==> src/hdl/cardiac_pacing_stimulus_timer_top_defines.svh <==
// ----------------------------------------------------------------------------
// Pacing stimulus timer assertion macros
// Concurrent check shorthands used by the top level.
// ----------------------------------------------------------------------------
`ifndef CARDIAC_PACING_STIMULUS_TIMER_TOP_DEFINES_SVH
`define CARDIAC_PACING_STIMULUS_TIMER_TOP_DEFINES_SVH

// same-cycle implication, disabled during reset
`define PCST_ASSERT_NOW(label, clk, rst_n, ante, cons) \
    label: assert property (@(posedge clk) disable iff (!rst_n) (ante) |-> (cons)) \
        else $error("pcst check failed");

// next-cycle implication, disabled during reset
`define PCST_ASSERT_NEXT(label, clk, rst_n, ante, cons) \
    label: assert property (@(posedge clk) disable iff (!rst_n) (ante) |=> (cons)) \
        else $error("pcst check failed");

`endif

==> src/hdl/pcst_pkg.sv <==
// ----------------------------------------------------------------------------
// Pacing stimulus timer package
// Shared types, register indexes, mode codes, protocol constants and helpers.
// ----------------------------------------------------------------------------
package pcst_pkg;

    localparam int TICK_W = 32;

    localparam logic [2:0] REG_MODE            = 3'd0;
    localparam logic [2:0] REG_AMPLITUDE       = 3'd1;
    localparam logic [2:0] REG_PULSE_DURATION  = 3'd2;
    localparam logic [2:0] REG_FIRST_START     = 3'd3;
    localparam logic [2:0] REG_BASE_INTERVAL   = 3'd4;
    localparam logic [2:0] REG_STIM_LIMIT      = 3'd5;
    localparam logic [2:0] REG_REPEAT_COUNT    = 3'd6;
    localparam logic [2:0] REG_EXTRA_INTERVALS = 3'd7;

    localparam logic [2:0] MODE_FIXED   = 3'd0;
    localparam logic [2:0] MODE_S2      = 3'd1;
    localparam logic [2:0] MODE_S3      = 3'd2;
    localparam logic [2:0] MODE_S4      = 3'd3;
    localparam logic [2:0] MODE_RESTIT  = 3'd4;
    localparam logic [2:0] MODE_DYNAMIC = 3'd5;

    localparam int REST_THR_HI_MS   = 100;
    localparam int REST_THR_MID_MS  = 30;
    localparam int REST_THR_LO_MS   = 20;
    localparam int REST_STEP_HI_MS  = 100;
    localparam int REST_STEP_MID_MS = 5;
    localparam int REST_STEP_LO_MS  = 1;
    localparam int REST_STEP_MIN_MS = 5;

    localparam int DYN_THR_HI_MS    = 1000;
    localparam int DYN_THR_MID_MS   = 300;
    localparam int DYN_THR_LO_MS    = 200;
    localparam int DYN_STEP_HI_MS   = 1000;
    localparam int DYN_STEP_MID_MS  = 50;
    localparam int DYN_STEP_LO_MS   = 10;
    localparam int DYN_STEP_MIN_MS  = 5;

    typedef struct packed {
        logic        [2:0]        mode;
        logic signed [15:0]       amplitude;
        logic        [15:0]       pulse_duration;
        logic signed [16:0]       stim_limit;
        logic        [7:0]        repeat_count;
        logic        [TICK_W-1:0] s1s2_ticks;
        logic        [TICK_W-1:0] s2s3_ticks;
        logic        [TICK_W-1:0] s3s4_ticks;
        logic        [TICK_W-1:0] min_s1s2_ticks;
    } cfg_t;

    typedef struct packed {
        logic [TICK_W-1:0] coupling;
        logic [TICK_W-1:0] next_decrease;
    } load_t;

    typedef struct packed {
        logic [TICK_W-1:0] next_start;
        logic [15:0]       count;
        logic [TICK_W-1:0] cycle_length;
        logic [TICK_W-1:0] coupling;
        logic [TICK_W-1:0] next_decrease;
    } state_t;

    typedef struct packed {
        logic signed [15:0] level;
        logic               active;
        logic        [15:0] count;
    } result_t;

    function automatic logic [TICK_W-1:0] ms16_ticks(input logic [15:0] ms,
                                                    input logic [TICK_W-1:0] tpm);
        return TICK_W'(TICK_W'(ms) * tpm);
    endfunction

    function automatic logic [TICK_W-1:0] ms32_ticks(input logic [TICK_W-1:0] ms,
                                                    input logic [TICK_W-1:0] tpm);
        logic [2*TICK_W-1:0] p;
        p = (2*TICK_W)'(ms) * (2*TICK_W)'(tpm);
        return (p[2*TICK_W-1:TICK_W] != '0) ? '1 : p[TICK_W-1:0];
    endfunction

    function automatic logic [TICK_W-1:0] sat_add(input logic [TICK_W-1:0] a,
                                                 input logic [TICK_W-1:0] b);
        logic [TICK_W:0] s;
        s = {1'b0, a} + {1'b0, b};
        return s[TICK_W] ? '1 : s[TICK_W-1:0];
    endfunction

    function automatic logic [TICK_W-1:0] sat_sub(input logic [TICK_W-1:0] a,
                                                 input logic [TICK_W-1:0] b);
        return (a > b) ? (a - b) : '0;
    endfunction

endpackage

==> src/hdl/pcst_step.sv <==
// ----------------------------------------------------------------------------
// Pacing stimulus timer step logic
// Evaluates the pulse window for one time sample and the next schedule state.
// ----------------------------------------------------------------------------
module pcst_step #(
    parameter int TICKS_PER_MS = 100,
    parameter int TIME_STEP    = 1
) (
    input  logic [pcst_pkg::TICK_W-1:0] time_now,
    input  pcst_pkg::cfg_t              cfg,
    input  pcst_pkg::state_t            st,
    input  logic signed [50:0]          lim_prod,
    input  logic signed [50:0]          lim_m1_prod,
    output pcst_pkg::state_t            st_next,
    output pcst_pkg::result_t           res
);

    localparam int TW = pcst_pkg::TICK_W;

    localparam logic [TW-1:0] R_THR_HI   = TW'(pcst_pkg::REST_THR_HI_MS * TICKS_PER_MS);
    localparam logic [TW-1:0] R_THR_MID  = TW'(pcst_pkg::REST_THR_MID_MS * TICKS_PER_MS);
    localparam logic [TW-1:0] R_THR_LO   = TW'(pcst_pkg::REST_THR_LO_MS * TICKS_PER_MS);
    localparam logic [TW-1:0] R_STEP_HI  = TW'(pcst_pkg::REST_STEP_HI_MS * TICKS_PER_MS);
    localparam logic [TW-1:0] R_STEP_MID = TW'(pcst_pkg::REST_STEP_MID_MS * TICKS_PER_MS);
    localparam logic [TW-1:0] R_STEP_LO  = TW'(pcst_pkg::REST_STEP_LO_MS * TICKS_PER_MS);
    localparam logic [TW-1:0] R_STEP_MIN = TW'(pcst_pkg::REST_STEP_MIN_MS * TICKS_PER_MS);

    localparam logic [TW-1:0] D_THR_HI   = TW'(pcst_pkg::DYN_THR_HI_MS * TICKS_PER_MS);
    localparam logic [TW-1:0] D_THR_MID  = TW'(pcst_pkg::DYN_THR_MID_MS * TICKS_PER_MS);
    localparam logic [TW-1:0] D_THR_LO   = TW'(pcst_pkg::DYN_THR_LO_MS * TICKS_PER_MS);
    localparam logic [TW-1:0] D_STEP_HI  = TW'(pcst_pkg::DYN_STEP_HI_MS * TICKS_PER_MS);
    localparam logic [TW-1:0] D_STEP_MID = TW'(pcst_pkg::DYN_STEP_MID_MS * TICKS_PER_MS);
    localparam logic [TW-1:0] D_STEP_LO  = TW'(pcst_pkg::DYN_STEP_LO_MS * TICKS_PER_MS);
    localparam logic [TW-1:0] D_STEP_MIN = TW'(pcst_pkg::DYN_STEP_MIN_MS * TICKS_PER_MS);

    logic [TW:0]        t_ext;
    logic [TW:0]        win_end;
    logic               in_window;
    logic               pulse_end;
    logic               active;
    logic [15:0]        cnt_inc;
    logic               lim_open;
    logic [16:0]        cnt17;
    logic [16:0]        rep17;
    logic [16:0]        rep_p1;
    logic [16:0]        inc17;
    logic signed [50:0] t_s;
    logic [TW-1:0]      coup_dec;
    logic [TW-1:0]      cyc_dec;
    logic [TW+5:0]      dec_sum;

    always_comb
    begin
        t_ext     = {1'b0, time_now};
        win_end   = {1'b0, st.next_start} + (TW+1)'(cfg.pulse_duration);
        in_window = (time_now >= st.next_start) && (t_ext <= win_end);
        pulse_end = in_window && ((t_ext + (TW+1)'(TIME_STEP)) >= win_end);
        cnt_inc   = (st.count != '1) ? (st.count + 16'd1) : st.count;
        cnt17     = {1'b0, st.count};
        inc17     = {1'b0, cnt_inc};
        rep17     = {9'd0, cfg.repeat_count};
        rep_p1    = rep17 + 17'd1;
        lim_open  = ($signed({2'b00, st.count}) < $signed({cfg.stim_limit[16], cfg.stim_limit}))
                    || (cfg.stim_limit == '1);
        t_s       = $signed({19'd0, time_now});

        if (st.coupling > R_THR_HI)
        begin
            coup_dec = pcst_pkg::sat_sub(st.coupling, R_STEP_HI);
        end
        else if (st.coupling > R_THR_MID)
        begin
            coup_dec = pcst_pkg::sat_sub(st.coupling, R_STEP_MID);
        end
        else if (st.coupling > R_THR_LO)
        begin
            coup_dec = pcst_pkg::sat_sub(st.coupling, R_STEP_LO);
        end
        else
        begin
            coup_dec = pcst_pkg::sat_sub(st.coupling, R_STEP_MIN);
        end

        if (st.cycle_length > D_THR_HI)
        begin
            cyc_dec = pcst_pkg::sat_sub(st.cycle_length, D_STEP_HI);
        end
        else if (st.cycle_length > D_THR_MID)
        begin
            cyc_dec = pcst_pkg::sat_sub(st.cycle_length, D_STEP_MID);
        end
        else if (st.cycle_length > D_THR_LO)
        begin
            cyc_dec = pcst_pkg::sat_sub(st.cycle_length, D_STEP_LO);
        end
        else
        begin
            cyc_dec = pcst_pkg::sat_sub(st.cycle_length, D_STEP_MIN);
        end

        // hold factor of twenty times the new cycle length: 16c + 4c
        dec_sum = (TW+6)'(st.next_decrease) + ((TW+6)'(cyc_dec) << 4)
                  + ((TW+6)'(cyc_dec) << 2);

        st_next = st;
        active  = 1'b0;

        case (cfg.mode)
            pcst_pkg::MODE_S2, pcst_pkg::MODE_S3, pcst_pkg::MODE_S4:
            begin
                if (lim_open)
                begin
                    active = in_window;
                    if (pulse_end)
                    begin
                        if (cnt17 < rep17)
                        begin
                            st_next.next_start = pcst_pkg::sat_add(st.next_start,
                                                                   st.cycle_length);
                            st_next.count      = cnt_inc;
                        end
                        else if (cfg.mode == pcst_pkg::MODE_S2)
                        begin
                            st_next.next_start = pcst_pkg::sat_add(st.next_start, st.coupling);
                            st_next.count      = '0;
                        end
                        else if (cnt17 == rep17)
                        begin
                            st_next.next_start = pcst_pkg::sat_add(st.next_start, st.coupling);
                            st_next.count      = cnt_inc;
                        end
                        else if ((cfg.mode == pcst_pkg::MODE_S4) && (cnt17 == rep_p1))
                        begin
                            st_next.next_start = pcst_pkg::sat_add(st.next_start,
                                                                   cfg.s2s3_ticks);
                            st_next.count      = cnt_inc;
                        end
                        else
                        begin
                            st_next.next_start = pcst_pkg::sat_add(st.next_start,
                                (cfg.mode == pcst_pkg::MODE_S3) ? cfg.s2s3_ticks
                                                                : cfg.s3s4_ticks);
                            st_next.count      = '0;
                        end
                    end
                end
            end
            pcst_pkg::MODE_RESTIT:
            begin
                if (t_s < lim_prod)
                begin
                    active = in_window;
                    if (pulse_end)
                    begin
                        st_next.next_start = pcst_pkg::sat_add(st.next_start, st.cycle_length);
                        st_next.count      = (t_s > lim_m1_prod) ? '0 : cnt_inc;
                    end
                end
                else if (st.coupling >= cfg.min_s1s2_ticks)
                begin
                    active = in_window;
                    if (pulse_end)
                    begin
                        st_next.count = cnt_inc;
                        if (inc17 < rep17)
                        begin
                            st_next.next_start = pcst_pkg::sat_add(st.next_start,
                                                                   st.cycle_length);
                        end
                        else if (inc17 == rep17)
                        begin
                            st_next.next_start = pcst_pkg::sat_add(st.next_start, st.coupling);
                        end
                        else if (inc17 == rep_p1)
                        begin
                            st_next.next_start = pcst_pkg::sat_add(st.next_start,
                                                                   st.cycle_length);
                            st_next.count      = '0;
                            st_next.coupling   = coup_dec;
                        end
                    end
                end
            end
            pcst_pkg::MODE_DYNAMIC:
            begin
                if (st.cycle_length >= cfg.s1s2_ticks)
                begin
                    active = in_window;
                    if (pulse_end)
                    begin
                        st_next.count      = cnt_inc;
                        st_next.next_start = pcst_pkg::sat_add(st.next_start, st.cycle_length);
                    end
                    if (time_now > st.next_decrease)
                    begin
                        st_next.cycle_length  = cyc_dec;
                        st_next.next_decrease = (dec_sum[TW+5:TW] != '0) ? '1
                                                                        : dec_sum[TW-1:0];
                    end
                end
            end
            default:
            begin
                if (lim_open)
                begin
                    active = in_window;
                    if (pulse_end)
                    begin
                        st_next.count      = cnt_inc;
                        st_next.next_start = pcst_pkg::sat_add(st.next_start, st.cycle_length);
                    end
                end
            end
        endcase

        res.level  = active ? cfg.amplitude : 16'sd0;
        res.active = active;
        res.count  = st_next.count;
    end

endmodule

==> config.mk <==
export PLATFORM = sky130hd
export DESIGN_NAME = pcst_step
export DESIGN_NICKNAME = d
export VERILOG_FILES = /design/src/hdl/cardiac_pacing_stimulus_timer_top_defines.svh /design/src/hdl/pcst_pkg.sv /design/src/hdl/pcst_step.sv
export SDC_FILE = /design/constraint.sdc
export NUM_CORES = 2
export LEC_CHECK = 0
export ABC_CLOCK_PERIOD_IN_PS = 17100
export BUFFER_PORTS_ARGS = -buffer_cell sky130_fd_sc_hd__buf_2
export CAP_MARGIN = 30
export CORE_AREA = 5 5 249 251
export DETAILED_ROUTE_END_ITERATION = 10
export DIE_AREA = 0 0 254 256
export PLACE_DENSITY = 0.73
export REMOVE_ABC_BUFFERS = 1
export SYNTH_ARGS = -nofsm -noshare
export SYNTH_HDL_FRONTEND = slang
export SYNTH_SLANG_ARGS = --single-unit
==> constraint.sdc <==
create_clock -name vclk -period 17.1
set_clock_uncertainty 0.05 [all_clocks]
set_input_delay 1.71 -clock vclk [all_inputs]
set_output_delay 1.71 -clock vclk [all_outputs]
set_load 0.02 [all_outputs]
# Yosys cells after proc, flatten, opt, wreduce, memory -nomap -nowiden
# Cells that the tools add are included.
# Widths: inputs -> output; s select.
# word_totals
register_bits	0
latchBits	0
ram_bits	0
romBits	0
output_inout_bits	177
elab_cells	112
n_memories	0
# op_classes
add_sub_neg	17
mul	0
n_div	0
n_lt_le_gt_ge	22
n_eq_ne	11
n_shift	0
muxes	56
bitwise	0
n_reduce_logical	6
# ops
cell	count
$mux 32	31
$mux 48	13
$pmux 48 s3	1
$add 32x32->33	4
$ge 32x32->1	3
$mux 16	5
$mux 80	1
$gt 32x15->1 const B	2
$gt 32x9->1 const B	2
$sub 32x9->32 const B	2
$gt 33x51->1	1
$lt 33x51->1	1
$add 37x34->38	1
$add 32x36->37	1
$add 32x1->33 const B	1
$add 32x16->33	1
$ge 33x33->1	1
$le 32x33->1	1
$eq 16x8->1	2
$eq 16x9->1	2
$gt 32x10->1 const B	1
$gt 32x11->1 const B	1
$gt 32x12->1 const B	1
$gt 32x13->1 const B	1
24 further kinds	32

# Depth between registers and ports, before layout
# logic_depth
word_depth	12
depth_mapped	29

# Worst setup path after synthesis
# No wires, ideal clock.
# synth_timing
path_type	in2out
from	in st[84] (netlist bit)
to	out st_next[11] (netlist bit)
t_arrival_ns	7.984
required_time_ns	15.340
path_slack_ns	7.356
stages	26
path_cell_list	or4_4 -> nor4_4 -> and2_1 -> clkbuf_1 -> nand2_1 -> a21oi_1 -> nor2_1 -> a22oi_1 -> a21oi_1 -> a221oi_1 -> fa_1 -> inv_1 -> ha_1 -> a21oi_1 -> o21ai_0 -> a221o_1 -> a41o_1 -> a41o_1 -> a31oi_1 -> o41ai_2 -> and4_1 -> a311o_1 -> and2_1 -> buf_6 -> buf_6 -> a31oi_1
# synth_lines
item	line_no	rtl
from (decl)	pcst_step.sv:11	input pcst_pkg::state_t st,
to (decl)	pcst_step.sv:14	output pcst_pkg::state_t st_next,

==> impl_metrics.tcl <==
set metrics [dict create \
    synth_top_cell_by_area "ha_1" \
    end_kind "primary output" \
    seq_cells 0 \
    status "complete, no violations" \
    ys_seq_area_share_pct 0 \
    power_leakage_nw 15.1 \
    drc 0 \
    critical_path_cell_count 28 \
    worst_path_max_delay_cell "a2111o_1" \
    timing.setup.tns_ns 0 \
    crit_path_max_incr_delay_ns 0.64 \
    drv_cap 0 \
    yosysWarnings 0 \
    hold_violations 0 \
    setup_viol 0 \
    final.clkbuf_count 0 \
    synth_cell_type_count 103 \
    fin_ws_ns 6.29 \
    fmax_mhz 92.5 \
    ff_latch_area_sq_um 0 \
    io_pins 643 \
    die-area_sq_um 65000 \
    viasPerCell 6.37 \
    first_pass_iters 6 \
    wl_um 124000 \
    drv_slew 0 \
    dpl.hpwl_um 101000 \
    critPathArrivalTime_ns 9.05 \
    grt_use_total_pct 35.2 \
    pre_cts_slack_ns 6.47 \
    die_x_um 254 \
    antenna_found_initial 8 \
    cts-resized-gates 0 \
    antenna_left 0 \
    ys_top_cells_by_area "ha_1 (23%), a21oi_1 (6.7%), inv_1 (5.1%)" \
    critPathLaunchType "input port" \
    drive_gt1_share_pct 17.6 \
    stdcell_count 5263 \
    grt_pass1_vias 31100 \
    hold_start "cfg[175]" \
    drt_iter0_drc 3463 \
    finalCritPeriodShare_pct 63.2 \
    rows 90 \
    post-cts-setup-buffers 0 \
    holdPathEnd "res[23]" \
    fin_hold_ws_ns 3.69 \
    max_slew.worst_pin.slew_ns 1.02 \
    p_per_area_nw_per_um2 39.5 \
    slew-limit-headroom_pct 32.1 \
    syn_avg_cell_area_sq_um 6.80 \
    syn_area_sq_um 27000 \
    dp_cells 5258 \
    hold_depth 3 \
    initial_core_util_pct 45.2 \
    vdd_drop_max_mv 0.0388 \
    finalCriticalPeriod_ns 10.81 \
    die_h_um 256 \
    layout.nets 5466 \
    cp_max_fo 31 \
    postCtsHoldBufs 0 \
    hp-class "in2out" \
    syn2layout_area_growth_pct 13.8 \
    grt_first_pass_wirelength_um 183000 \
    critPathLaunch "st[67]" \
    cp_num_buf_inv 5 \
    core_sq_um 59700 \
    synth_top_area_share_pct 22.6 \
    rsz0062_at_grt "no" \
    port-buffer-count 643 \
    grt_max_degree 56 \
    place_congestion 1.04 \
    crit_required_ns 15.34 \
    overflow 0 \
    wire_per_inst_um 23.5 \
    crit_type "in2out" \
    syn_inst 3969 \
    crit_family "compound AO/OA/AOI/OAI gates" \
    vias 33500 \
]
## stage by stage
| step | util, % | cell area [sq um] | total power [mW] |
|---|---|---|---|
| global route | 51.5 | 30700 | 1.32 |
| floorplan | - | 26200 | 0.770 |
| CTS | 51.5 | 30700 | 1.19 |
| global placement | 51.4 | 30700 | 1.17 |
| finish | 51.5 | 30700 | 1.21 |
| detailed placement | 51.5 | 30700 | 1.18 |
## worst min-delay path, stage by stage
cell	delay, ns
buf_2	0.07
and2_1	0.10
buf_2	0.16
## report_power, final
group / switching (mW) / leakage [nW] / internal [mW]
Clock: 0 / 0.0000254 / 0.0000000316
Sequential: 0 / 0 / 0
Combinational: 0.769 / 15.1 / 0.446
## synth_stat cells (12+ instances only)
cell type / number
nor2b_1: 37
o21bai_1: 29
or2_2: 19
o31a_1: 12
inv_1: 368
a211o_1: 17
and2_1: 45
mux2_2: 39
nand4_1: 98
xor2_1: 80
a21o_1: 154
fa_1: 34
mux2i_1: 19
o31ai_1: 21
o21a_1: 42
o21ai_0: 254
xnor2_1: 147
a21oi_1: 361
buf_4: 21
a22oi_1: 24
nor4_1: 42
clkbuf_1: 110
a221oi_1: 36
and3_1: 44
ha_1: 487
or3_1: 26
o211ai_1: 48
nand2b_1: 51
and4_1: 15
a31oi_1: 77
a211oi_1: 53
o22ai_1: 38
nor3_1: 85
buf_2: 24
o221ai_1: 32
nor2_1: 321
o2111ai_1: 15
nand2_1: 284
nand3_1: 127
## kinds of logic (layout without fill, tap and decap cells)
kind of cell	count (synthesis)	after routing	share of synthesized area [%]
AND/OR/NAND/NOR	1249	1249	23.2
buffers and inverters	537	1045	8.03
multiplexers	58	58	2.33
other	0	4	0
XOR/XNOR	228	228	7.45
adder cells (fa/ha/maj)	521	521	25.1
AO/OA/AOI/OAI	1376	1376	33.9
## layout by cell type, fill, tap and decap left out, drive strengths merged, types with 86 or more instances in the layout
cell,Yosys,final
buf,57,675
ha,487,487
inv,368,368
a21oi,365,365
nor2,323,323
nand2,285,285
o21ai,263,263
a21o,154,154
xnor2,147,147
nand3,129,129
nand4,100,100
nor3,86,86
a31oi,86,86
## metal layers
layer | up-vias | global-route usage, % | wire (um)
met2 | 1851 | 57.7 | 55100
met4 | 8 | 16.2 | 7770
met5 | - | 0 | 66
li1 | 15800 | - | -
met3 | 379 | 4.65 | 11900
met1 | 15400 | 45.9 | 48900
## worst max-delay path by stage
| stage | end | slack (ns) |
|---|---|---|
| floorplan | st_next[10] | 6.67 |
| global placement | st_next[17] | 6.55 |
| detailed placement | st_next[19] | 6.47 |
| CTS | st_next[19] | 6.44 |
| global route | st_next[12] | 5.94 |
| finish | st_next[6] | 6.29 |
## final cells by class
class / count / area [sq um]
timing repair buffer: 676 / 3460
fill: 6124 / 28900
tap: 782 / 978
antenna: 4 / 10.0
multi-input combinational: 3432 / 24900
inverter: 369 / 1390
(Power assumes the default switching activity.)
