`config.mk`:
```
export PLATFORM = sky130hd
export DESIGN_NAME = pcst_cfg
export DESIGN_NICKNAME = d
export VERILOG_FILES = /design/src/hdl/cardiac_pacing_stimulus_timer_top_defines.svh /design/src/hdl/pcst_pkg.sv /design/src/hdl/pcst_cfg.sv
export SDC_FILE = /design/constraint.sdc
export NUM_CORES = 1
export LEC_CHECK = 0
export BUFFER_PORTS_ARGS = -buffer_cell sky130_fd_sc_hd__buf_4
export CAP_MARGIN = 15
export CORE_MARGIN = 3
export CORE_UTILIZATION = 55
export DETAILED_ROUTE_END_ITERATION = 8
export PLACE_DENSITY = 0.85
export SLEW_MARGIN = 20
export SYNTH_ARGS = -nofsm -noshare
export SYNTH_HDL_FRONTEND = slang
export SYNTH_SLANG_ARGS = --single-unit
```
`constraint.sdc`:
```
create_clock -name clk -period 7.2 [get_ports clk]
set_input_delay 1.08 -clock clk [delete_from_list [all_inputs] [get_ports clk]]
set_output_delay 1.08 -clock clk [all_outputs]
set_load 0.005 [all_outputs]
```
`src/hdl/cardiac_pacing_stimulus_timer_top_defines.svh`:
```
// ----------------------------------------------------------------------------
// Pacing stimulus timer assertion macros
// Concurrent check shorthands used by the top level.
// ----------------------------------------------------------------------------
`ifndef CARDIAC_PACING_STIMULUS_TIMER_TOP_DEFINES_SVH
`define CARDIAC_PACING_STIMULUS_TIMER_TOP_DEFINES_SVH

// same-cycle implication, disabled during reset
`define PCST_ASSERT_NOW(label, clk, rst_n, ante, cons) \
    label: assert property (@(posedge clk) disable iff (!rst_n) (ante) |-> (cons)) \
        else $error("pcst check failed");

// next-cycle implication, disabled during reset
`define PCST_ASSERT_NEXT(label, clk, rst_n, ante, cons) \
    label: assert property (@(posedge clk) disable iff (!rst_n) (ante) |=> (cons)) \
        else $error("pcst check failed");

`endif

```
`src/hdl/pcst_pkg.sv`:
```
// ----------------------------------------------------------------------------
// Pacing stimulus timer package
// Shared types, register indexes, mode codes, protocol constants and helpers.
// ----------------------------------------------------------------------------
package pcst_pkg;

    localparam int TICK_W = 32;

    localparam logic [2:0] REG_MODE            = 3'd0;
    localparam logic [2:0] REG_AMPLITUDE       = 3'd1;
    localparam logic [2:0] REG_PULSE_DURATION  = 3'd2;
    localparam logic [2:0] REG_FIRST_START     = 3'd3;
    localparam logic [2:0] REG_BASE_INTERVAL   = 3'd4;
    localparam logic [2:0] REG_STIM_LIMIT      = 3'd5;
    localparam logic [2:0] REG_REPEAT_COUNT    = 3'd6;
    localparam logic [2:0] REG_EXTRA_INTERVALS = 3'd7;

    localparam logic [2:0] MODE_FIXED   = 3'd0;
    localparam logic [2:0] MODE_S2      = 3'd1;
    localparam logic [2:0] MODE_S3      = 3'd2;
    localparam logic [2:0] MODE_S4      = 3'd3;
    localparam logic [2:0] MODE_RESTIT  = 3'd4;
    localparam logic [2:0] MODE_DYNAMIC = 3'd5;

    localparam int REST_THR_HI_MS   = 100;
    localparam int REST_THR_MID_MS  = 30;
    localparam int REST_THR_LO_MS   = 20;
    localparam int REST_STEP_HI_MS  = 100;
    localparam int REST_STEP_MID_MS = 5;
    localparam int REST_STEP_LO_MS  = 1;
    localparam int REST_STEP_MIN_MS = 5;

    localparam int DYN_THR_HI_MS    = 1000;
    localparam int DYN_THR_MID_MS   = 300;
    localparam int DYN_THR_LO_MS    = 200;
    localparam int DYN_STEP_HI_MS   = 1000;
    localparam int DYN_STEP_MID_MS  = 50;
    localparam int DYN_STEP_LO_MS   = 10;
    localparam int DYN_STEP_MIN_MS  = 5;

    typedef struct packed {
        logic        [2:0]        mode;
        logic signed [15:0]       amplitude;
        logic        [15:0]       pulse_duration;
        logic signed [16:0]       stim_limit;
        logic        [7:0]        repeat_count;
        logic        [TICK_W-1:0] s1s2_ticks;
        logic        [TICK_W-1:0] s2s3_ticks;
        logic        [TICK_W-1:0] s3s4_ticks;
        logic        [TICK_W-1:0] min_s1s2_ticks;
    } cfg_t;

    typedef struct packed {
        logic [TICK_W-1:0] coupling;
        logic [TICK_W-1:0] next_decrease;
    } load_t;

    typedef struct packed {
        logic [TICK_W-1:0] next_start;
        logic [15:0]       count;
        logic [TICK_W-1:0] cycle_length;
        logic [TICK_W-1:0] coupling;
        logic [TICK_W-1:0] next_decrease;
    } state_t;

    typedef struct packed {
        logic signed [15:0] level;
        logic               active;
        logic        [15:0] count;
    } result_t;

    function automatic logic [TICK_W-1:0] ms16_ticks(input logic [15:0] ms,
                                                    input logic [TICK_W-1:0] tpm);
        return TICK_W'(TICK_W'(ms) * tpm);
    endfunction

    function automatic logic [TICK_W-1:0] ms32_ticks(input logic [TICK_W-1:0] ms,
                                                    input logic [TICK_W-1:0] tpm);
        logic [2*TICK_W-1:0] p;
        p = (2*TICK_W)'(ms) * (2*TICK_W)'(tpm);
        return (p[2*TICK_W-1:TICK_W] != '0) ? '1 : p[TICK_W-1:0];
    endfunction

    function automatic logic [TICK_W-1:0] sat_add(input logic [TICK_W-1:0] a,
                                                 input logic [TICK_W-1:0] b);
        logic [TICK_W:0] s;
        s = {1'b0, a} + {1'b0, b};
        return s[TICK_W] ? '1 : s[TICK_W-1:0];
    endfunction

    function automatic logic [TICK_W-1:0] sat_sub(input logic [TICK_W-1:0] a,
                                                 input logic [TICK_W-1:0] b);
        return (a > b) ? (a - b) : '0;
    endfunction

endpackage

```
`src/hdl/pcst_cfg.sv`:
```
// ----------------------------------------------------------------------------
// Pacing stimulus timer configuration registers
// Holds the register file and the tick values derived from millisecond fields.
// ----------------------------------------------------------------------------
module pcst_cfg #(
    parameter int TICKS_PER_MS = 100
) (
    input  logic                clk,
    input  logic                rst_n,
    input  logic                cfg_we,
    input  logic [2:0]          cfg_index,
    input  logic [63:0]         cfg_data,
    output pcst_pkg::cfg_t      cfg,
    output pcst_pkg::load_t     load
);

    localparam logic [pcst_pkg::TICK_W-1:0] TPM = pcst_pkg::TICK_W'(TICKS_PER_MS);

    pcst_pkg::cfg_t cfg_reg;

    always_comb
    begin
        load.coupling      = pcst_pkg::ms16_ticks(cfg_data[15:0], TPM);
        load.next_decrease = pcst_pkg::ms32_ticks(cfg_data[47:16], TPM);
    end

    always_ff @(posedge clk or negedge rst_n)
    begin
        if (!rst_n)
        begin
            cfg_reg.mode           <= '0;
            cfg_reg.amplitude      <= '0;
            cfg_reg.pulse_duration <= '0;
            cfg_reg.stim_limit     <= '1;
            cfg_reg.repeat_count   <= '0;
            cfg_reg.s1s2_ticks     <= '0;
            cfg_reg.s2s3_ticks     <= '0;
            cfg_reg.s3s4_ticks     <= '0;
            cfg_reg.min_s1s2_ticks <= '0;
        end
        else if (cfg_we)
        begin
            case (cfg_index)
                pcst_pkg::REG_MODE:
                begin
                    cfg_reg.mode <= cfg_data[2:0];
                end
                pcst_pkg::REG_AMPLITUDE:
                begin
                    cfg_reg.amplitude <= cfg_data[15:0];
                end
                pcst_pkg::REG_PULSE_DURATION:
                begin
                    cfg_reg.pulse_duration <= cfg_data[15:0];
                end
                pcst_pkg::REG_STIM_LIMIT:
                begin
                    cfg_reg.stim_limit <= cfg_data[16:0];
                end
                pcst_pkg::REG_REPEAT_COUNT:
                begin
                    cfg_reg.repeat_count <= cfg_data[7:0];
                end
                pcst_pkg::REG_EXTRA_INTERVALS:
                begin
                    cfg_reg.s1s2_ticks     <= pcst_pkg::ms16_ticks(cfg_data[15:0], TPM);
                    cfg_reg.s2s3_ticks     <= pcst_pkg::ms16_ticks(cfg_data[31:16], TPM);
                    cfg_reg.s3s4_ticks     <= pcst_pkg::ms16_ticks(cfg_data[47:32], TPM);
                    cfg_reg.min_s1s2_ticks <= pcst_pkg::ms16_ticks(cfg_data[63:48], TPM);
                end
                default:
                begin
                end
            endcase
        end
    end

    assign cfg = cfg_reg;

endmodule

```
---- Word-level counts from Yosys, hierarchy flattened ----
Index checks and enable logic that the tools add are counted.
operators by class
  reductions and logical operators ........ 8
  eq/ne operators ......................... 5
  mux-type cells .......................... 1
  multipliers ............................. 5
operators by type and width
  cell                                                  count
  multiplier 16 x 5 -> 21 bit (second input constant)   4
  multiplier 32 x 5 -> 37 bit (second input constant)   1
  2-to-1 mux 32 bit                                     1
  AND reduction 2 bit                                   6
  equality test 3 bit (second input constant)           3
  nonzero test 7 bit                                    1
  equality test 3 x 1 -> 1 bit (second input constant)  1
  equality test 3 x 2 -> 1 bit (second input constant)  1
  logical NOT 3 bit                                     1
storage, ports and cells
  input bits .............................. 70
  logic and storage cells ................. 28
  output and inout bits ................... 252
  flip-flop bits (word level) ............. 144

---- Logic depth before layout (Yosys ltp) ----
Gate-level depths: netlist of run 1.
  depth after elaboration ................. 3
  mapped depth ............................ 19
  depth with buffers taken out ............ 16

---- Worst setup path before layout of run 1 ----
OpenSTA, ideal clock, no wires.
  path kind ............................... input-to-output
  from .................................... input port cfg_data[38]
  to ...................................... output port load[1] (netlist bit)
  stages on the path ...................... 17
  setup slack ............................. 1470 ps
  buffers on the path ..................... 3
  arrival ................................. 4650 ps
  data required time ...................... 6120 ps
  cells stage by stage .................... ha_1 -> ha_1 -> inv_1 -> fa_1 -> inv_1 -> ha_1 -> buf_2 -> a21o_1 -> a21o_1 -> a21o_1 -> a21boi_0 -> o21ai_0 -> or3_1 -> a2111oi_4 -> buf_6 -> nand2_1 -> buf_4
RTL lines
  item         RTL line        text
  from (decl)  pcst_cfg.sv:12  input logic [63:0] cfg_data,
  to (decl)    pcst_cfg.sv:14  output pcst_pkg::load_t load

==> results of run 1 <==
-- worst paths after layout --
| check | startpoint | end | slack, ns | cells past startpoint |
|---|---|---|---|---|
| setup / recovery | cfg_data[30] | load[19] | 0.75 | 19 |
| hold / removal | cfg[17]$_DFFE_PN0P_ | cfg[17]$_DFFE_PN0P_ | 0.48 | 2 |
| setup reg to reg | cfg[71]$_DFFE_PN0P_ | cfg[71]$_DFFE_PN0P_ | 6.38 | 1 |
| hold reg to reg | cfg[17]$_DFFE_PN0P_ | cfg[17]$_DFFE_PN0P_ | 0.48 | 2 |
| max in group asynchronous | rst_n | cfg[135]$_DFFE_PN0P_ | 5.12 | 2 |
| min in group asynchronous | rst_n | cfg[113]$_DFFE_PN0P_ | 0.69 | 1 |
-- metrics by stage --
stage | std cells | cell area [um2] | worst slack, ns
4_1_cts | 1926 | 15700 | 0.780
6_report | 1926 | 15700 | 0.748
2_1_floorplan | 1400 | 13200 | 1.47
5_1_grt | 1926 | 15700 | 0.476
3_5_place_dp | 1894 | 15100 | 0.792
3_3_place_gp | 1893 | 15100 | 0.929
-- power by group through the flow --
stage,combinational (uW),sequential (uW),clock (uW)
after floorplan,1380,1250,0
after global placement,2320,1240,0
after detailed placement,2390,1250,0
after CTS,2400,1240,934
after global routing,2650,1270,970
final,2400,1240,918
-- area by class of cell --
cell class | count | area, um2
Sequential cell | 144 | 3620
Fill cell | 1788 | 7270
Timing Repair Buffer | 278 | 2090
Inverter | 200 | 751
Clock buffer | 17 | 425
Multi-Input combinational cell | 959 | 8260
Clock inverter | 15 | 168
Tap cell | 313 | 392
-- cells by family (layout without fill, tap and decap cells) --
group,count (synthesis),count (layout),synth area share
muxes,88,88,0.0760
and+or+nand+nor,222,222,0.0798
buffers and inverters,297,510,0.105
AOI/OAI and AO/OA,248,248,0.121
DFF,144,144,0.278
xor gates and xnor gates,77,77,0.0524
adders and majority gates,269,269,0.287
other,1,55,0.000288
-- metal layers --
metal	up-vias	global-route usage	routed length, um
li1	4985	-	-
met1	5006	0.336	14200
met2	375	0.450	16300
met3	59	0.0475	1920
met4	0	0.0903	1090
met5	-	0	0
-- cell usage after synthesis (all sizes together) (12+ instances only) --
cell type and count:
buf 69, nor2 39, dfstp 17, dfrtp 127, nand4 13, a21o 26
ha 218, a21oi 49, nand2 87, xor2 32, nand3 37, o21ai 95
nor3 12, fa 50, clkbuf 28, mux2 87, xnor2 45, inv 200
-- worst max-delay path: stages --
cell and delay [ns]:
buf_4 0.13, inv_1 0.11, ha_1 0.25, inv_1 0.07, ha_1 0.18, inv_1 0.06
fa_1 0.49, inv_1 0.04, ha_1 0.44, nand3_1 0.17, nor3_1 0.26, or3b_1 0.42
nand4_1 0.18, a21oi_1 0.11, xnor2_1 0.17, a311oi_4 0.59, buf_4 0.34, nand3_1 0.11
buf_4 0.16
==> out/results.txt, run 1 <==
WL final: 33.5 mm
outcome: finished clean
Startpoint Class: primary input
Synth area leaders: dfrtp_1, ha_1, fa_1
CTS Hold Bufs: 0
Pwr Total: 4560 uW
Resized cells post-CTS: 0
global route overflow: 0
DP HPWL: 27.2 mm
syn avg cell area: 9.68 um2
Hold Path Class: reg2reg
Final Cycle Share: 0.896
Final min period: 6.45 ns
die area: 0.0256 mm2
port bufs: 266
DR iter-0 viols: 640
Comb power frac: 0.527
Net Sw Power: 1850 uW
number of antenna repair diodes: 0
CP Class: in2out
area leader, netlist: dfrtp_1
worst slew pin tran: 0.903 ns
Leakage: 0.00828 uW
Largest register FFs: 144
IO Pins: 322
sequential cell fraction of total power: 0.272
Synth top area share: 0.244
CTS max path bufs: 2
switching part of the total: 0.405
CTS tree: yes
unrepaired setup endpoints after global routing: no
Yosys cell types: 64
final slew viol count: 0
post-route setup TNS: 0 ns
Initial Util: 0.567
drt first pass iters: 5
maximum clock frequency: 155 MHz
Worst EP required: 6.12 ns
final hold vios: 0
antenna violations before repair: 0
Peak VDD IR: 0.146 mV
area of the mapped netlist: 0.0130 mm2
Num CTS Buffers: 17
post-route ant nets: 0
area grow syn2layout: 20.6%
#FFs+latches synth: 144
most common cell after layout, fill and taps aside: buf_4
skew final: 0 ns
commonest non-fill, non-tap cells in the layout: buf_4, ha_1, inv_1
Fin Hold WS: 0.479 ns
die height: 160 um
Via density: 5.41
CP Max Fanout: 14
Max-Slew Margin vs Limit: 0.398
post-CTS setup buffers: 0
core outline area: 0.0230 mm2
Clk network pwr share: 0.201
pwr dens: 290 mW/mm2
Clock Sinks: 144
utilization after layout: 0.684
largest net degree at the start of global routing: 77
WL/cell: 17.4 um
Pint: 2710 uW
Final #Nets: 1938
yosys warns: 0
# setup viols final: 0
Worst-Skew Late Latency: 0.43 ns
sequential element share of the synthesized area: 0.278
number of enable flip-flop cells after synthesis: 0
vias in the first global route: 10600
CTS root buf: clkbuf_16
share of layout cells above drive strength 1: 0.266
GP Congestion: 0.911
clock slew at reported path FFs: 0.07 ns
CP Capture Type: output port
Total Routing Usage GR: 0.263
first-pass GRT wire length: 54.6 mm
DRC Markers: 0
number of max-cap violations: 0
DR vias: 10400
Die Wd: 160 um
WP data arrival: 5.37 ns
Cell Rows: 55
top_reg_cell synth: dfrtp_1
synthesized instance count: 1346
Async SR Flop Fraction: 1.00
H-tree Lvls: 4
Note: power is estimated with default switching activity, not from simulation.
==> inputs of run 2 (changes only) <==
--- a/config.mk
+++ b/config.mk
@@ -7,7 +7,6 @@
 export LEC_CHECK = 0
 export BUFFER_PORTS_ARGS = -buffer_cell sky130_fd_sc_hd__buf_4
 export CAP_MARGIN = 15
-export CORE_MARGIN = 3
 export CORE_UTILIZATION = 55
 export DETAILED_ROUTE_END_ITERATION = 8
 export PLACE_DENSITY = 0.85
==> constraint.sdc (replaced) <==
create_clock -name clk -period 7.2 [get_ports clk]
set_input_delay 0.72 -clock clk [delete_from_list [all_inputs] [get_ports clk]]
set_output_delay 0.72 -clock clk [all_outputs]
set_load 0.005 [all_outputs]
==> out/results.txt, run 2 (synthesis results as in run 1) <==
outcome: finished clean
Reg2Reg Setup Slack: 6.38 ns (about the same)
R2R depth: 1 (unchanged)
Initial Util: 0.568 (+0.00170)
CP max stage delay: 0.83 ns (+0.24 ns)
Num CTS Buffers: 17 (unchanged)
die area: 0.0243 mm2 (-4.9%)
Via density: 5.45 (+0.66%)
most common cell after layout, fill and taps aside: buf_4
Cell Rows: 55 (unchanged)
drt first pass iters: 6 (+1)
Worst EP required: 6.48 ns (+0.36 ns)
DR vias: 10500 (+0.45%)
clock slew at reported path FFs: 0.07 ns (about the same)
WL/cell: 17.3 um (-0.61%)
core outline area: 0.0229 mm2 (-0.30%)
largest net degree at the start of global routing: 110 (+43%)
Critical R2R Launch: cfg[176]$_DFFE_PN0P_
Clock Sinks: 144 (unchanged)
post-route setup TNS: 0 ns (unchanged)
number of max-cap violations: 0 (unchanged)
post-CTS setup buffers: 0 (unchanged)
GP Congestion: 0.885 (-2.9%)
CP max stage cell: a311oi_4
die height: 156 um (-2.5%)
first-pass GRT wire length: 53.0 mm (-2.8%)
RR Endpoint: cfg[176]$_DFFE_PN0P_
maximum clock frequency: 165 MHz (+6.4%)
vias in the first global route: 10600 (+0.65%)
# setup viols final: 0 (unchanged)
Peak VDD IR: 0.176 mV (+20%)
CP Class: in2out
share of layout cells above drive strength 1: 0.264 (-0.00182)
Startpoint Class: primary input
H-tree Lvls: 4 (unchanged)
pwr dens: 291 mW/mm2 (+0.33%)
Fillers: 1715 (-4.1%)
Total Routing Usage GR: 0.279 (+0.0158)
antenna violations before repair: 0 (unchanged)
Largest register FFs: 144 (unchanged)
CTS tree: yes
Final Cycle Share: 0.842 (-0.0538)
worst slew pin tran: 1.08 ns (+0.179 ns)
number of antenna repair diodes: 0 (unchanged)
CTS Hold Bufs: 0 (unchanged)
Final #Nets: 1934 (-0.21%)
final slew viol count: 0 (unchanged)
Hold Path Class: in2async
IO Pins: 322 (unchanged)
CP Max Fanout: 20 (+6)
CTS root buf: clkbuf_16
WL final: 33.2 mm (-0.81%)
post-route ant nets: 0 (unchanged)
Resized cells post-CTS: 0 (unchanged)
Final min period: 6.06 ns (-0.387 ns)
final hold vios: 0 (unchanged)
DRC Markers: 0 (unchanged)
WP data arrival: 5.34 ns (-0.03 ns)
Leakage: 0.00827 uW (-0.12%)
CTS max path bufs: 2 (unchanged)
CP Capture Type: output port
area grow syn2layout: 20.6% (about the same)
Max-Slew Margin vs Limit: 0.278 (-0.120)
unrepaired setup endpoints after global routing: no
port bufs: 266 (unchanged)
DP HPWL: 26.4 mm (-2.9%)
placed cell count: 1890 (-0.21%)
Worst-Skew Late Latency: 0.42 ns (about the same)
commonest non-fill, non-tap cells in the layout: buf_4, ha_1, inv_1
skew final: 0 ns (unchanged)
Die Wd: 156 um (-2.5%)
critical path, cell by cell: buf_4 -> ha_1 -> ha_1 -> inv_1 -> fa_1 -> inv_1 -> ha_1 -> nand4_1 -> or4_1 -> o22ai_2 -> o21ai_4 -> nor4_1 -> a311oi_1 -> a311oi_4 -> buf_4 -> nand3_1 -> buf_4
DR iter-0 viols: 561 (-12%)
Final Non-Filler Cells: 1922 (-0.21%)
global route overflow: 0 (unchanged)
run 2: cell types whose count changed in the layout (fill, tap and decap cells not counted):
cell / previous run / this run
bufinv_16: 1 / 2
inv_8: 5 / 4
buf_6: 2 / 1
clkinv_8: 1 / 2
buf_4: 276 / 273
clkinv_4: 2 / 1
run 2: worst max path at each step:
stage,from,end,slack (ns)
after floorplan,cfg_data[38],load[1],2.19
after global placement,cfg_data[25],load[23],1.32
after detailed placement,cfg_data[25],load[23],1.15
after CTS,cfg_data[25],load[23],1.15
after global routing,cfg_data[30],load[23],0.86
final,cfg_data[26],load[23],1.14
run 2: power breakdown:
group / total, uW / switching [uW] / internal (uW)
sequential: 1240 / 152 / 1090
combinational: 2390 / 1260 / 1130
clock: 946 / 415 / 531
run 2: per-stage QoR:
stage	hold slack, ns	power (uW)	instance area, um2	setup WS [ns]	util
3_3_place_gp	0.465	3540	15100	1.32	0.658
2_1_floorplan	0.424	2620	13200	2.19	-
3_5_place_dp	0.472	3620	15100	1.15	0.658
4_1_cts	0.327	4590	15700	1.15	0.685
5_1_grt	0.348	4900	15700	0.859	0.685
6_report	0.301	4570	15700	1.14	0.685
run 2: final cells by class:
class,count,area [um2],area share
multi-input cells,959,8260,0.526
well taps,313,392,0.0249
clock buffers,17,425,0.0271
inverters,200,751,0.0478
clock inverters,15,194,0.0123
repair buffers,274,2060,0.131
flip-flops and latches,144,3620,0.231
run 2: worst max-delay path: cells and delay by family:
kind	cells	cell delay [ns]
adders and majority gates	4	1.45
AOI/OAI and AO/OA	4	1.37
and+or+nand+nor	4	1.08
buffers and inverters	5	0.72
run 2: layer usage:
layer,track usage,vias to the layer above,wire [um],share of wire
li1,-,4976,-,-
met1,0.337,5042,13700,0.41
met2,0.495,375,16700,0.50
met3,0.0403,79,1730,0.052
met4,0.114,0,1110,0.033
met5,0,-,0,0
